## config.mk

```make
export PLATFORM = sky130hd
export DESIGN_NAME = gb5_kernel
export DESIGN_NICKNAME = d
export VERILOG_FILES = /design/src/hw/rtl/gb5_pkg.sv /design/src/hw/rtl/gb5_kernel.sv
export SDC_FILE = /design/constraint.sdc
export NUM_CORES = 2
export LEC_CHECK = 0
export BUFFER_PORTS_ARGS = -buffer_cell sky130_fd_sc_hd__buf_2
export CORE_MARGIN = 2
export CORE_UTILIZATION = 24
export CTS_BUF_LIST = sky130_fd_sc_hd__clkbuf_16
export CTS_CLUSTER_SIZE = 10
export DETAILED_ROUTE_END_ITERATION = 8
export PLACE_DENSITY = 0.37
export SYNTH_ARGS = -nofsm -noshare
export SYNTH_HDL_FRONTEND = slang
export SYNTH_SLANG_ARGS = --single-unit
```

## constraint.sdc

```tcl
create_clock -name clk -period 8.8 [get_ports clk]
set_input_delay 2.2 -clock clk [delete_from_list [all_inputs] [get_ports clk]]
set_output_delay 2.2 -clock clk [all_outputs]
set_load 0.1 [all_outputs]
```

## src/hw/rtl/gb5_pkg.sv

```systemverilog
// Shared types, constants and tap table for the 5x5 Gaussian blur stream core.
`timescale 1ns / 1ps
`default_nettype none

package gb5_pkg;

  localparam int MAX_WIDTH_DEF = 1024;

  localparam int PIX_W     = 8;
  localparam int WIDTH_W   = 11;
  localparam int HEIGHT_W  = 12;
  localparam int COEF_W    = 24;
  localparam int CFG_IDX_W = 3;
  localparam int CFG_DATA_W = 24;
  localparam int MIN_SIZE  = 5;

  localparam int WIN_DIM  = 5;
  localparam int WIN_TAPS = WIN_DIM * WIN_DIM;
  localparam int LS_ROWS  = WIN_DIM - 1;
  localparam int CENTER_TAP = WIN_TAPS / 2;

  localparam int NUM_COEF = 6;
  localparam int SUM_W    = PIX_W + 3;          // up to eight taps per class
  localparam int PROD_W   = SUM_W + COEF_W;
  localparam int PAIR_W   = PROD_W + 1;
  localparam int ACC_W    = PAIR_W + 3;
  localparam int FRAC_W   = 16;

  localparam int BMUL_W  = 16;
  localparam int BPROD_W = PIX_W + BMUL_W;
  localparam logic [BMUL_W-1:0] BORDER_MUL = 16'd50413;   // about 1/1.3 in Q0.16

  typedef enum logic [CFG_IDX_W-1:0] {
    CFG_IMAGE_WIDTH  = 3'd0,
    CFG_IMAGE_HEIGHT = 3'd1,
    CFG_COEF_D0      = 3'd2,
    CFG_COEF_D1      = 3'd3,
    CFG_COEF_D2      = 3'd4,
    CFG_COEF_D4      = 3'd5,
    CFG_COEF_D5      = 3'd6,
    CFG_COEF_D8      = 3'd7
  } cfg_idx_t;

  typedef struct packed {
    logic             cmd;
    logic [PIX_W-1:0] pixel_in;
  } in_item_t;

  typedef struct packed {
    logic [PIX_W-1:0] pixel_out;
    logic             frame_end;
  } out_item_t;

  typedef struct packed {
    logic primed;
    logic border;
    logic last;
  } pos_info_t;

  typedef struct packed {
    logic ld2;
    logic ld3;
    logic ld4;
    logic ld5;
    logic ld_out;
  } stage_ld_t;

  typedef logic [LS_ROWS-1:0][PIX_W-1:0]   ls_word_t;
  typedef logic [NUM_COEF-1:0][COEF_W-1:0] coef_set_t;

  // Weight class of each window tap, row-major: squared distance 0,1,2,4,5,8 -> 0..5.
  localparam logic [2:0] TAP_CLASS [WIN_TAPS] = '{
    3'd5, 3'd4, 3'd3, 3'd4, 3'd5,
    3'd4, 3'd2, 3'd1, 3'd2, 3'd4,
    3'd3, 3'd1, 3'd0, 3'd1, 3'd3,
    3'd4, 3'd2, 3'd1, 3'd2, 3'd4,
    3'd5, 3'd4, 3'd3, 3'd4, 3'd5
  };

endpackage

`default_nettype wire

```

## src/hw/rtl/gb5_kernel.sv

```systemverilog
// 5x5 window, class sums, coefficient products, final sum, saturation and output register.
`timescale 1ns / 1ps
`default_nettype none

module gb5_kernel (
  input  wire logic                       clk,
  input  wire gb5_pkg::stage_ld_t         ld,
  input  wire logic [gb5_pkg::PIX_W-1:0]  pix,
  input  wire gb5_pkg::ls_word_t          ls,
  input  wire logic                       border,
  input  wire logic                       last,
  input  wire gb5_pkg::coef_set_t         coef,
  output gb5_pkg::out_item_t              out_data
);
  import gb5_pkg::*;

  logic [PIX_W-1:0]   window_r [WIN_TAPS];
  logic [PIX_W-1:0]   col_new  [WIN_DIM];
  logic               border2_r, last2_r;

  logic [SUM_W-1:0]   sums_c [NUM_COEF];
  logic [SUM_W-1:0]   sum3_r [NUM_COEF];
  logic [PIX_W-1:0]   centre3_r;
  logic               border3_r, last3_r;

  logic [PROD_W-1:0]  prod4_r [NUM_COEF];
  logic [BPROD_W-1:0] bprod4_r;
  logic               border4_r, last4_r;

  logic [PAIR_W-1:0]  pair5_r [NUM_COEF/2];
  logic [PIX_W-1:0]   bpix5_r;
  logic               border5_r, last5_r;

  logic [ACC_W-1:0]   total_c;
  logic [PIX_W-1:0]   sat_c;
  out_item_t          out_data_r;

  always_comb begin
    for (int r = 0; r < LS_ROWS; r++) begin
      col_new[r] = ls[r];
    end
    col_new[WIN_DIM-1] = pix;
  end

  // Stage 2: shift the window left, new column enters at the right.
  always_ff @(posedge clk) begin
    if (ld.ld2) begin
      for (int r = 0; r < WIN_DIM; r++) begin
        for (int c = 0; c < WIN_DIM - 1; c++) begin
          window_r[r*WIN_DIM + c] <= window_r[r*WIN_DIM + c + 1];
        end
        window_r[r*WIN_DIM + WIN_DIM - 1] <= col_new[r];
      end
      border2_r <= border;
      last2_r   <= last;
    end
  end

  // Stage 3: add up the taps that share a weight.
  always_comb begin
    for (int k = 0; k < NUM_COEF; k++) begin
      sums_c[k] = '0;
    end
    for (int i = 0; i < WIN_TAPS; i++) begin
      sums_c[TAP_CLASS[i]] = sums_c[TAP_CLASS[i]] + SUM_W'(window_r[i]);
    end
  end

  always_ff @(posedge clk) begin
    if (ld.ld3) begin
      for (int k = 0; k < NUM_COEF; k++) begin
        sum3_r[k] <= sums_c[k];
      end
      centre3_r <= window_r[CENTER_TAP];
      border3_r <= border2_r;
      last3_r   <= last2_r;
    end
  end

  // Stage 4: one product per weight class, plus the border scale.
  always_ff @(posedge clk) begin
    if (ld.ld4) begin
      for (int k = 0; k < NUM_COEF; k++) begin
        prod4_r[k] <= PROD_W'(sum3_r[k]) * PROD_W'(coef[k]);
      end
      bprod4_r  <= BPROD_W'(centre3_r) * BPROD_W'(BORDER_MUL);
      border4_r <= border3_r;
      last4_r   <= last3_r;
    end
  end

  // Stage 5: pairwise sums.
  always_ff @(posedge clk) begin
    if (ld.ld5) begin
      for (int k = 0; k < NUM_COEF/2; k++) begin
        pair5_r[k] <= PAIR_W'(prod4_r[2*k]) + PAIR_W'(prod4_r[2*k + 1]);
      end
      bpix5_r   <= bprod4_r[BPROD_W-1:BMUL_W];
      border5_r <= border4_r;
      last5_r   <= last4_r;
    end
  end

  always_comb begin
    total_c = ACC_W'(pair5_r[0]) + ACC_W'(pair5_r[1]) + ACC_W'(pair5_r[2]);
    if (|total_c[ACC_W-1:FRAC_W+PIX_W]) begin
      sat_c = '1;
    end else begin
      sat_c = total_c[FRAC_W+PIX_W-1:FRAC_W];
    end
  end

  always_ff @(posedge clk) begin
    if (ld.ld_out) begin
      out_data_r.pixel_out <= border5_r ? bpix5_r : sat_c;
      out_data_r.frame_end <= last5_r;
    end
  end

  assign out_data = out_data_r;

endmodule

`default_nettype wire

```

==> impl_metrics.toml <==
[critical_path]
critPathKind = "input port to flip-flop"
critPathRequiredTime_ps = 9210
reg2regPathDepth = 21
crit_arrival_ps = 8150
end_kind = "flip-flop"
worstSetupStartpointType = "input port"
path_max_fanout = 11

[sta]
grt_setup_unrepaired = "false"
slew_violations = 0
relSlewSlack = 0.0368
final.period_utilization = 0.879
fin_crit_ps = 7740
setup_viol = 0
skew_ps = 25.2
worst_pin_slew_ps = 1440
fmax_mhz = 129
tns_ps = 0
hold_viol_final = 0

[grt]
grt_pass1_vias = 54900
overflow = 0
track_usage = 0.138
grt_max_degree = 114
grt_pass1_wl_um = 341000
grt_antenna_before_repair = 35

[cells_and_area]
fin_nets = 9551
final_cell_area_mm2 = 0.0840
final_cells = 11600
num-fill-cells = 33200
final_util = 0.267
drive_gt1_frac = 0.0524
area_growth_pct = 10.8

[floorplanning]
initial_core_util = 0.241
die_x_um = 566
num_rows = 206
core_area_mm2 = 0.315
pin_count = 201
die_area_mm2 = 0.320
die_h_um = 566

[clocking]
clkTransAtPathRegs_ps = 60
cts_tree = "done"
cts_max_path_buffers = 3
htreeDepth = 3
insertion_delay_ps = 670
cts_root_buf = "clkbuf_16"
post_cts_resized = 0
cts.sinks = 609
post_cts_buffers = 0
hold_buffers = 0
numCtsBuffers = 82

[yosys]
synth.area.top_cells = "fa_1 32%, edfxtp_1 24%, ha_1 13%"
yosys.area.top_type = "fa_1"
syn_area_per_cell_um2 = 10.4
synth_area_mm2 = 0.0758
ys_ff_latch = 609
ys_warn_count = 0
synth-main-ff-cell = "edfxtp_1"
synth.distinct_cells = 70
ys_seq_area_frac = 0.241
syn_inst = 7295
synth-edff-count = 609
async_reset_ff_frac = 0
syn-num-nets = 9462
synth_top_area_frac = 0.319

[detailed_routing]
firstDrtPassIters = 5
wl_um = 218000
wl_per_cell_um = 18.8
drt_iter0_markers = 2449
via_per_inst = 4.29
drc = 0
vias = 49800
postRouteAntennaNets = 0

[placed_design]
dpl.cell_count = 11500
io_buffers = 200
place_hpwl_um = 180000
dpl_cell_area_mm2 = 0.0815
gp_congestion = 0.801

[min_path]
hold_class = "flip-flop to flip-flop"
hold_depth = 0

[flow_run]
maxCapViolCount = 0

[status]
status = "completed"
==> logic make-up after synthesis <==
family,synth area share
adders and majority gates,0.446
buffers and inverters,0.0775
muxes,0.000396
xor gates and xnor gates,0.0343
and+or+nand+nor,0.128
AOI/OAI and AO/OA,0.0733
DFF,0.241
==> final timing paths <==
| path | slack [ps] | from | endpoint |
|---|---|---|---|
| worst max-delay path | 1060 | coef[104] | prod4_r[4][30] |
| worst max register to register | 1680 | sum3_r[5][7] | prod4_r[5][31] |
| worst min-delay path | 420 | bprod4_r[23] | bpix5_r[7] |
| worst min register to register | 420 | bprod4_r[23] | bpix5_r[7] |
==> routing by layer <==
metal	part of all wire	vias to the layer above	global-route usage	wire (um)
met2	0.49	586	0.238	106000
li1	-	23400	-	-
met5	0.00086	-	0	187
met4	0.014	30	0.0247	3150
met1	0.47	25600	0.187	102000
met3	0.031	173	0.0161	6720
==> synthesized netlist by cell type, types with 29 or more instances <==
cell type	number
a21o_1	170
a21oi_1	245
and2_1	615
and3_1	29
clkbuf_1	243
edfxtp_1	609
fa_1	1209
ha_1	766
inv_1	1316
nand2_1	933
nand2b_1	38
nand3_1	50
nor2_1	173
nor2b_1	46
nor3_1	38
o21a_1	47
o21ai_0	136
o21bai_1	48
xnor2_1	216
xor2_1	81
==> final cells by class <==
cell class	instances	area, um^2	area share
well taps	4160	5200	0.0620
diodes	8	20.0	0.000238
multi-input cells	5121	51700	0.615
repair buffers	254	1450	0.0173
flip-flops and latches	609	18300	0.218
clock buffers	85	2130	0.0253
inverters	1316	4940	0.0588
clock inverters	53	314	0.00374
==> layout by cell type (no fill, tap or decap), drive strengths merged, types with 47 or more instances in the layout <==
cell	synthesis	layout
inv	1316	1333
a21oi	245	245
nand2	933	933
edfxtp	609	609
xnor2	216	216
nand3	50	50
clkbuf	243	85
o21ai	142	142
nor2	173	173
buf	6	254
a21o	170	170
o21bai	48	48
ha	766	766
and2	615	615
xor2	81	81
o21a	47	47
fa	1209	1209
==> flip-flops by register name, summed over array words and instances (netlist names) <==
signal,count
prod4_r,209
last3_r,1
last4_r,1
last2_r,1
border3_r,1
bpix5_r,8
border4_r,1
out_data,9
pair5_r,108
bprod4_r,8
last5_r,1
sum3_r,59
window_r,200
border5_r,1
border2_r,1
==> through the flow <==
| step | setup slack [ps] | hold WS [ps] |
|---|---|---|
| 2_1_floorplan | 1010 | 400 |
| 3_3_place_gp | 470 | 402 |
| 3_5_place_dp | 383 | 405 |
| 4_1_cts | 1110 | 418 |
| 5_1_grt | 755 | 426 |
| 6_report | 1060 | 416 |
==> critical path: stages <==
cell and delay, ps:
buf_2 250, nand2_1 120, fa_1 580, inv_1 60, fa_1 560, fa_1 460
fa_1 520, inv_1 60, fa_1 470, inv_1 40, ha_1 350, a21o_1 200
a21o_1 160, a21oi_1 210, o21ai_0 120, a21oi_1 350, o22ai_1 220, o41ai_1 560
o21ai_0 280, o211ai_1 270, xnor2_1 90
Power is not shown: default switching activity piles up to over one toggle a cycle in this logic, so the estimate is an artifact.
