===== config.mk =====
export PLATFORM = sky130hd
export DESIGN_NAME = gb5_pos_ctrl
export DESIGN_NICKNAME = d
export VERILOG_FILES = /design/src/hw/rtl/gb5_pkg.sv /design/src/hw/rtl/gb5_pos_ctrl.sv
export SDC_FILE = /design/constraint.sdc
export NUM_CORES = 1
export LEC_CHECK = 0
export BUFFER_PORTS_ARGS = -buffer_cell sky130_fd_sc_hd__buf_4
export CAP_MARGIN = 20
export CORE_MARGIN = 5
export CORE_UTILIZATION = 30
export DETAILED_ROUTE_END_ITERATION = 6
export PLACE_DENSITY = 0.46
export SLEW_MARGIN = 5
export SYNTH_ARGS = -nofsm -noshare
export SYNTH_HDL_FRONTEND = slang
export SYNTH_SLANG_ARGS = --single-unit

===== constraint.sdc =====
create_clock -name clk -period 12.85 [get_ports clk]
set_input_delay 0.6425 -clock clk [delete_from_list [all_inputs] [get_ports clk]]
set_output_delay 0.6425 -clock clk [all_outputs]
set_load 0.01 [all_outputs]

===== src/hw/rtl/gb5_pkg.sv =====
// Shared types, constants and tap table for the 5x5 Gaussian blur stream core.
`timescale 1ns / 1ps
`default_nettype none

package gb5_pkg;

  localparam int MAX_WIDTH_DEF = 1024;

  localparam int PIX_W     = 8;
  localparam int WIDTH_W   = 11;
  localparam int HEIGHT_W  = 12;
  localparam int COEF_W    = 24;
  localparam int CFG_IDX_W = 3;
  localparam int CFG_DATA_W = 24;
  localparam int MIN_SIZE  = 5;

  localparam int WIN_DIM  = 5;
  localparam int WIN_TAPS = WIN_DIM * WIN_DIM;
  localparam int LS_ROWS  = WIN_DIM - 1;
  localparam int CENTER_TAP = WIN_TAPS / 2;

  localparam int NUM_COEF = 6;
  localparam int SUM_W    = PIX_W + 3;          // up to eight taps per class
  localparam int PROD_W   = SUM_W + COEF_W;
  localparam int PAIR_W   = PROD_W + 1;
  localparam int ACC_W    = PAIR_W + 3;
  localparam int FRAC_W   = 16;

  localparam int BMUL_W  = 16;
  localparam int BPROD_W = PIX_W + BMUL_W;
  localparam logic [BMUL_W-1:0] BORDER_MUL = 16'd50413;   // about 1/1.3 in Q0.16

  typedef enum logic [CFG_IDX_W-1:0] {
    CFG_IMAGE_WIDTH  = 3'd0,
    CFG_IMAGE_HEIGHT = 3'd1,
    CFG_COEF_D0      = 3'd2,
    CFG_COEF_D1      = 3'd3,
    CFG_COEF_D2      = 3'd4,
    CFG_COEF_D4      = 3'd5,
    CFG_COEF_D5      = 3'd6,
    CFG_COEF_D8      = 3'd7
  } cfg_idx_t;

  typedef struct packed {
    logic             cmd;
    logic [PIX_W-1:0] pixel_in;
  } in_item_t;

  typedef struct packed {
    logic [PIX_W-1:0] pixel_out;
    logic             frame_end;
  } out_item_t;

  typedef struct packed {
    logic primed;
    logic border;
    logic last;
  } pos_info_t;

  typedef struct packed {
    logic ld2;
    logic ld3;
    logic ld4;
    logic ld5;
    logic ld_out;
  } stage_ld_t;

  typedef logic [LS_ROWS-1:0][PIX_W-1:0]   ls_word_t;
  typedef logic [NUM_COEF-1:0][COEF_W-1:0] coef_set_t;

  // Weight class of each window tap, row-major: squared distance 0,1,2,4,5,8 -> 0..5.
  localparam logic [2:0] TAP_CLASS [WIN_TAPS] = '{
    3'd5, 3'd4, 3'd3, 3'd4, 3'd5,
    3'd4, 3'd2, 3'd1, 3'd2, 3'd4,
    3'd3, 3'd1, 3'd0, 3'd1, 3'd3,
    3'd4, 3'd2, 3'd1, 3'd2, 3'd4,
    3'd5, 3'd4, 3'd3, 3'd4, 3'd5
  };

endpackage

`default_nettype wire


===== src/hw/rtl/gb5_pos_ctrl.sv =====
// Input and output raster position counters, priming, border and frame-end decode.
`timescale 1ns / 1ps
`default_nettype none

module gb5_pos_ctrl #(
  parameter int MAX_WIDTH = gb5_pkg::MAX_WIDTH_DEF
) (
  input  wire logic                                clk,
  input  wire logic                                rst_n,
  input  wire logic                                step,
  input  wire logic [((($clog2(MAX_WIDTH+1)) > gb5_pkg::WIDTH_W) ?
                      ($clog2(MAX_WIDTH+1)) : gb5_pkg::WIDTH_W)-1:0] w_eff,
  input  wire logic [gb5_pkg::HEIGHT_W-1:0]        h_eff,
  output logic [$clog2(MAX_WIDTH)-1:0]             col,
  output gb5_pkg::pos_info_t                       info
);
  import gb5_pkg::*;

  localparam int AW = $clog2(MAX_WIDTH);
  localparam int FW = $clog2(MAX_WIDTH + 1);
  localparam int CW = (FW > WIDTH_W) ? FW : WIDTH_W;

  logic [AW-1:0]       in_col_r, in_col_nxt;
  logic [1:0]          in_row_r, in_row_nxt;
  logic [AW-1:0]       out_col_r, out_col_nxt;
  logic [HEIGHT_W-1:0] out_row_r, out_row_nxt;

  logic [CW-1:0]       col_inc, oc_inc;
  logic                col_wrap, oc_wrap, orow_last;
  logic [AW-1:0]       oc;
  logic [HEIGHT_W-1:0] orow;
  logic [HEIGHT_W:0]   orow_inc;

  always_comb begin
    col      = (CW'(in_col_r) < w_eff) ? in_col_r : '0;
    col_inc  = CW'(col) + CW'(1);
    col_wrap = (col_inc >= w_eff);

    oc        = (CW'(out_col_r) < w_eff) ? out_col_r : '0;
    orow      = (out_row_r < h_eff) ? out_row_r : '0;
    oc_inc    = CW'(oc) + CW'(1);
    oc_wrap   = (oc_inc >= w_eff);
    orow_inc  = {1'b0, orow} + (HEIGHT_W+1)'(1);
    orow_last = (orow_inc >= {1'b0, h_eff});

    info.primed = (in_row_r == 2'd3) || ((in_row_r == 2'd2) && (col >= AW'(2)));
    info.border = (oc <= AW'(2)) || (orow <= HEIGHT_W'(2)) ||
                  (CW'(oc) >= (w_eff - CW'(2))) || (orow >= (h_eff - HEIGHT_W'(2)));
    info.last   = oc_wrap && orow_last;

    in_col_nxt  = in_col_r;
    in_row_nxt  = in_row_r;
    out_col_nxt = out_col_r;
    out_row_nxt = out_row_r;
    if (step) begin
      if (col_wrap) begin
        in_col_nxt = '0;
        if (in_row_r != 2'd3) begin
          in_row_nxt = in_row_r + 2'd1;
        end
      end else begin
        in_col_nxt = col_inc[AW-1:0];
      end
      if (info.primed) begin
        if (info.last) begin
          // frame done: restart every counter
          in_col_nxt  = '0;
          in_row_nxt  = '0;
          out_col_nxt = '0;
          out_row_nxt = '0;
        end else if (oc_wrap) begin
          out_col_nxt = '0;
          out_row_nxt = orow_inc[HEIGHT_W-1:0];
        end else begin
          out_col_nxt = oc_inc[AW-1:0];
          out_row_nxt = orow;
        end
      end
    end
  end

  always_ff @(posedge clk) begin
    if (!rst_n) begin
      in_col_r  <= '0;
      in_row_r  <= '0;
      out_col_r <= '0;
      out_row_r <= '0;
    end else begin
      in_col_r  <= in_col_nxt;
      in_row_r  <= in_row_nxt;
      out_col_r <= out_col_nxt;
      out_row_r <= out_row_nxt;
    end
  end

endmodule

`default_nettype wire


==> out/qor.txt <==
Residual DRC: 0
Fin crit share: 46.3%
Largest net degree at the start of global routing: 29
VDD IR-drop max: 0.0000458 V
Total gr overflow: 0
Post-CTS Repair Setup Buffers: 0
Worst Max-Slew Pin Slew: 945 ps
FF-to-FF setup slack: 7340 ps
Antenna Cells: 0
Post-Synthesis Cells: 605
Port-buffer cells: 38
Root Buffer: clkbuf_16
CP max stage cell: dfxtp_1
DR vias: 4355
Syn nets: 725
Crit-path max FO: 17
HP Class: reg2reg
Crit path required time: 12210 ps
Most frequent cell after synthesis: ha_1
Num CTS Buffers: 5
Syn-to-layout area delta: 13.5%
Layout fillers: 1628
Footprint of the multi-input gates: 0.00367 mm²
Critical path, cell by cell: ha_1 -> a21oi_1 -> nand2_1 -> a21oi_1 -> o21a_1 -> nand2_1 -> inv_1 -> ha_1 -> nand3_1 -> nor2_1 -> nand3_1 -> xor2_1 -> nor2_1 -> ha_1 -> a21oi_2 -> o21ai_1 -> a221o_1 -> a31o_1 -> a21o_4 -> and2_2 -> buf_4
Critical Setup Path Class: reg2out
Dpl hpwl: 10700 µm
Max Root-Sink Buffers: 2
Post-CTS Resized: 0
Core Area: 0.0151 mm²
Pwr/cell area: 53.7 mW/mm²
Area leader, netlist: ha_1
Synthesis Warnings: 0
Rows: 45
Launch point of the worst path: out_row_r[10]
Ys async rst share: 0%
Chip width: 134 µm
Setup crit start kind: register
1st-pass router iterations: 4
# clock sinks: 34
FMAX: 168 MHz
DIE AREA: 0.0178 mm²
CTS tree: built
Gpl congestion: 0.808
FF-to-FF Start: out_row_r[10]
Post-Route Setup TNS: 0 ps
Pins Over Slew Limit: 0
CP peak stage delay: 520 ps
Register area: 681 µm²
WL final: 13300 µm
Io pins: 39
CP arrival: 5300 ps
DR iter-0 viols: 203
Final nets: 755
Register bit total from synthesis: 34
Static Leak: 2.44 nW
R2r worst-path depth: 21
Unrepaired setup endpoints after global routing: false
Most instantiated cells after synthesis: 94 x ha_1, 50 x nand2_1, 49 x nor2_1
Number of synthesized flops with an enable pin: 0
Seq/Total Area, Yosys: 14.9%
Worst R2R End: in_col_r[7]
Total Routing Usage GR: 14.9%
Clock skew: 4.48 ps
DR WL/cell: 16.1 µm
Final setup viols: 0
First-pass GRT wire length: 21600 µm
Cell repeated most along the worst path: ha_1
Top FF cell, synth: dfxtp_1
Final hold viol count: 0
Crit path to: info[0]
Rel. slew slack: 37.0%
Vias/cell: 5.29
Layout cells sized above 1: 8.96%
Critical path capture point type: output pin
H-tree depth: 2
Netlist cell types: 56
Post-layout util: 34.4%
Starting Density: 30.4%
Avg Cell Area, Syn: 7.57 µm²
Vias in the first global route: 4303
Min cycle time layout: 5950 ps
Worst-path clk slew: 60 ps
Hold buffers post-CTS: 0
Run status: complete, no violations
Post-Syn Area: 0.00458 mm²
# Max-Cap Violations: 0
Area contributors post-synth: ha_1 26%, dfxtp_1 15%, xnor2_1 5.5%
Initial antenna violation count: 0
Die height: 134 µm
Later-pin clock latency in the skew report: 290 ps
Top-area cell type share of the netlist area: 25.7%
Routed Antenna Nets: 0
==> stage by stage <==
| stage | instance area [µm²] | power, W | setup slack (ps) | std cells | hold slack, ps |
|---|---|---|---|---|---|
| floorplan | 4580 | 0.000138 | 7660 | 605 | 457 |
| global placement | 5050 | 0.000156 | 7060 | 816 | 513 |
| detailed placement | 5050 | 0.000157 | 6920 | 816 | 523 |
| CTS | 5200 | 0.000284 | 6910 | 824 | 531 |
| global route | 5200 | 0.000293 | 6430 | 824 | 555 |
| finish | 5200 | 0.000279 | 6900 | 824 | 523 |
==> routing by layer <==
metal | part of all wire, % | wire length (µm) | vias to the layer above | GRT usage [%]
met5 | 0 | 0 | - | 0
met4 | 1.1 | 147 | 0 | 2.91
met3 | 2.6 | 349 | 9 | 2.76
met2 | 48 | 6420 | 51 | 25.9
met1 | 48 | 6380 | 2049 | 19.2
li1 | - | - | 2246 | -
==> worst min-delay path by stage <==
stage | start | end | cells after the start
after floorplan | out_row_r[1] | out_row_r[1] | 2
after global placement | out_row_r[1] | out_row_r[1] | 2
after detailed placement | out_row_r[1] | out_row_r[1] | 2
after CTS | out_row_r[1] | out_row_r[1] | 2
after global routing | out_row_r[1] | out_row_r[1] | 2
final | out_row_r[1] | out_row_r[1] | 2
==> critical path: cells and delay by family, from the launching register on <==
kind	cells	cell delay, ps
xor gates and xnor gates	1	180
buffers and inverters	2	270
and+or+nand+nor	7	1230
AOI/OAI and AO/OA	8	1960
DFF	1	520
adders and majority gates	3	840
==> sequential cells by signal, indices dropped and copies added (netlist names) <==
signal     cells
in_row_r       2
in_col_r      10
out_row_r     12
out_col_r     10
==> layout make-up <==
type	count	area share, %
clock buffers	7	2.74
clock inverters	1	0.0963
inverters	41	2.96
multi-input cells	512	70.7
flip-flops and latches	34	13.1
well taps	188	4.53
repair buffers	41	5.92
==> kinds of logic after synthesis <==
family          Yosys count  share of synthesized area (%)
buf+inv                  59                           4.97
xor+xnor                 43                           8.22
simple gates            235                           25.7
flops                    34                           14.9
mux                       1                          0.246
fa+ha+maj                94                           25.7
compound gates          139                           20.3
==> power breakdown <==
group	internal [W]	switching (W)
registers	0.000106	0.000000853
logic	0.0000200	0.0000278
clock network	0.0000769	0.0000474
total	0.000203	0.0000760
==> cell usage in the layout, fill, tap and decap left out, types with 5 or more instances in the layout <==
| cell type | count |
|---|---|
| a21o_1 | 9 |
| a21oi_1 | 43 |
| a22o_1 | 9 |
| a31oi_1 | 7 |
| and2_1 | 20 |
| and3_1 | 10 |
| buf_4 | 41 |
| clkbuf_16 | 5 |
| dfxtp_1 | 34 |
| ha_1 | 94 |
| inv_1 | 41 |
| nand2_1 | 50 |
| nand2b_1 | 8 |
| nand3_1 | 29 |
| nand4_1 | 9 |
| nor2_1 | 49 |
| nor2b_1 | 11 |
| nor3_1 | 17 |
| nor4_1 | 10 |
| o211ai_1 | 5 |
| o21ai_0 | 22 |
| or3_1 | 12 |
| xnor2_1 | 29 |
| xor2_1 | 14 |
(Power assumes the default switching activity.)
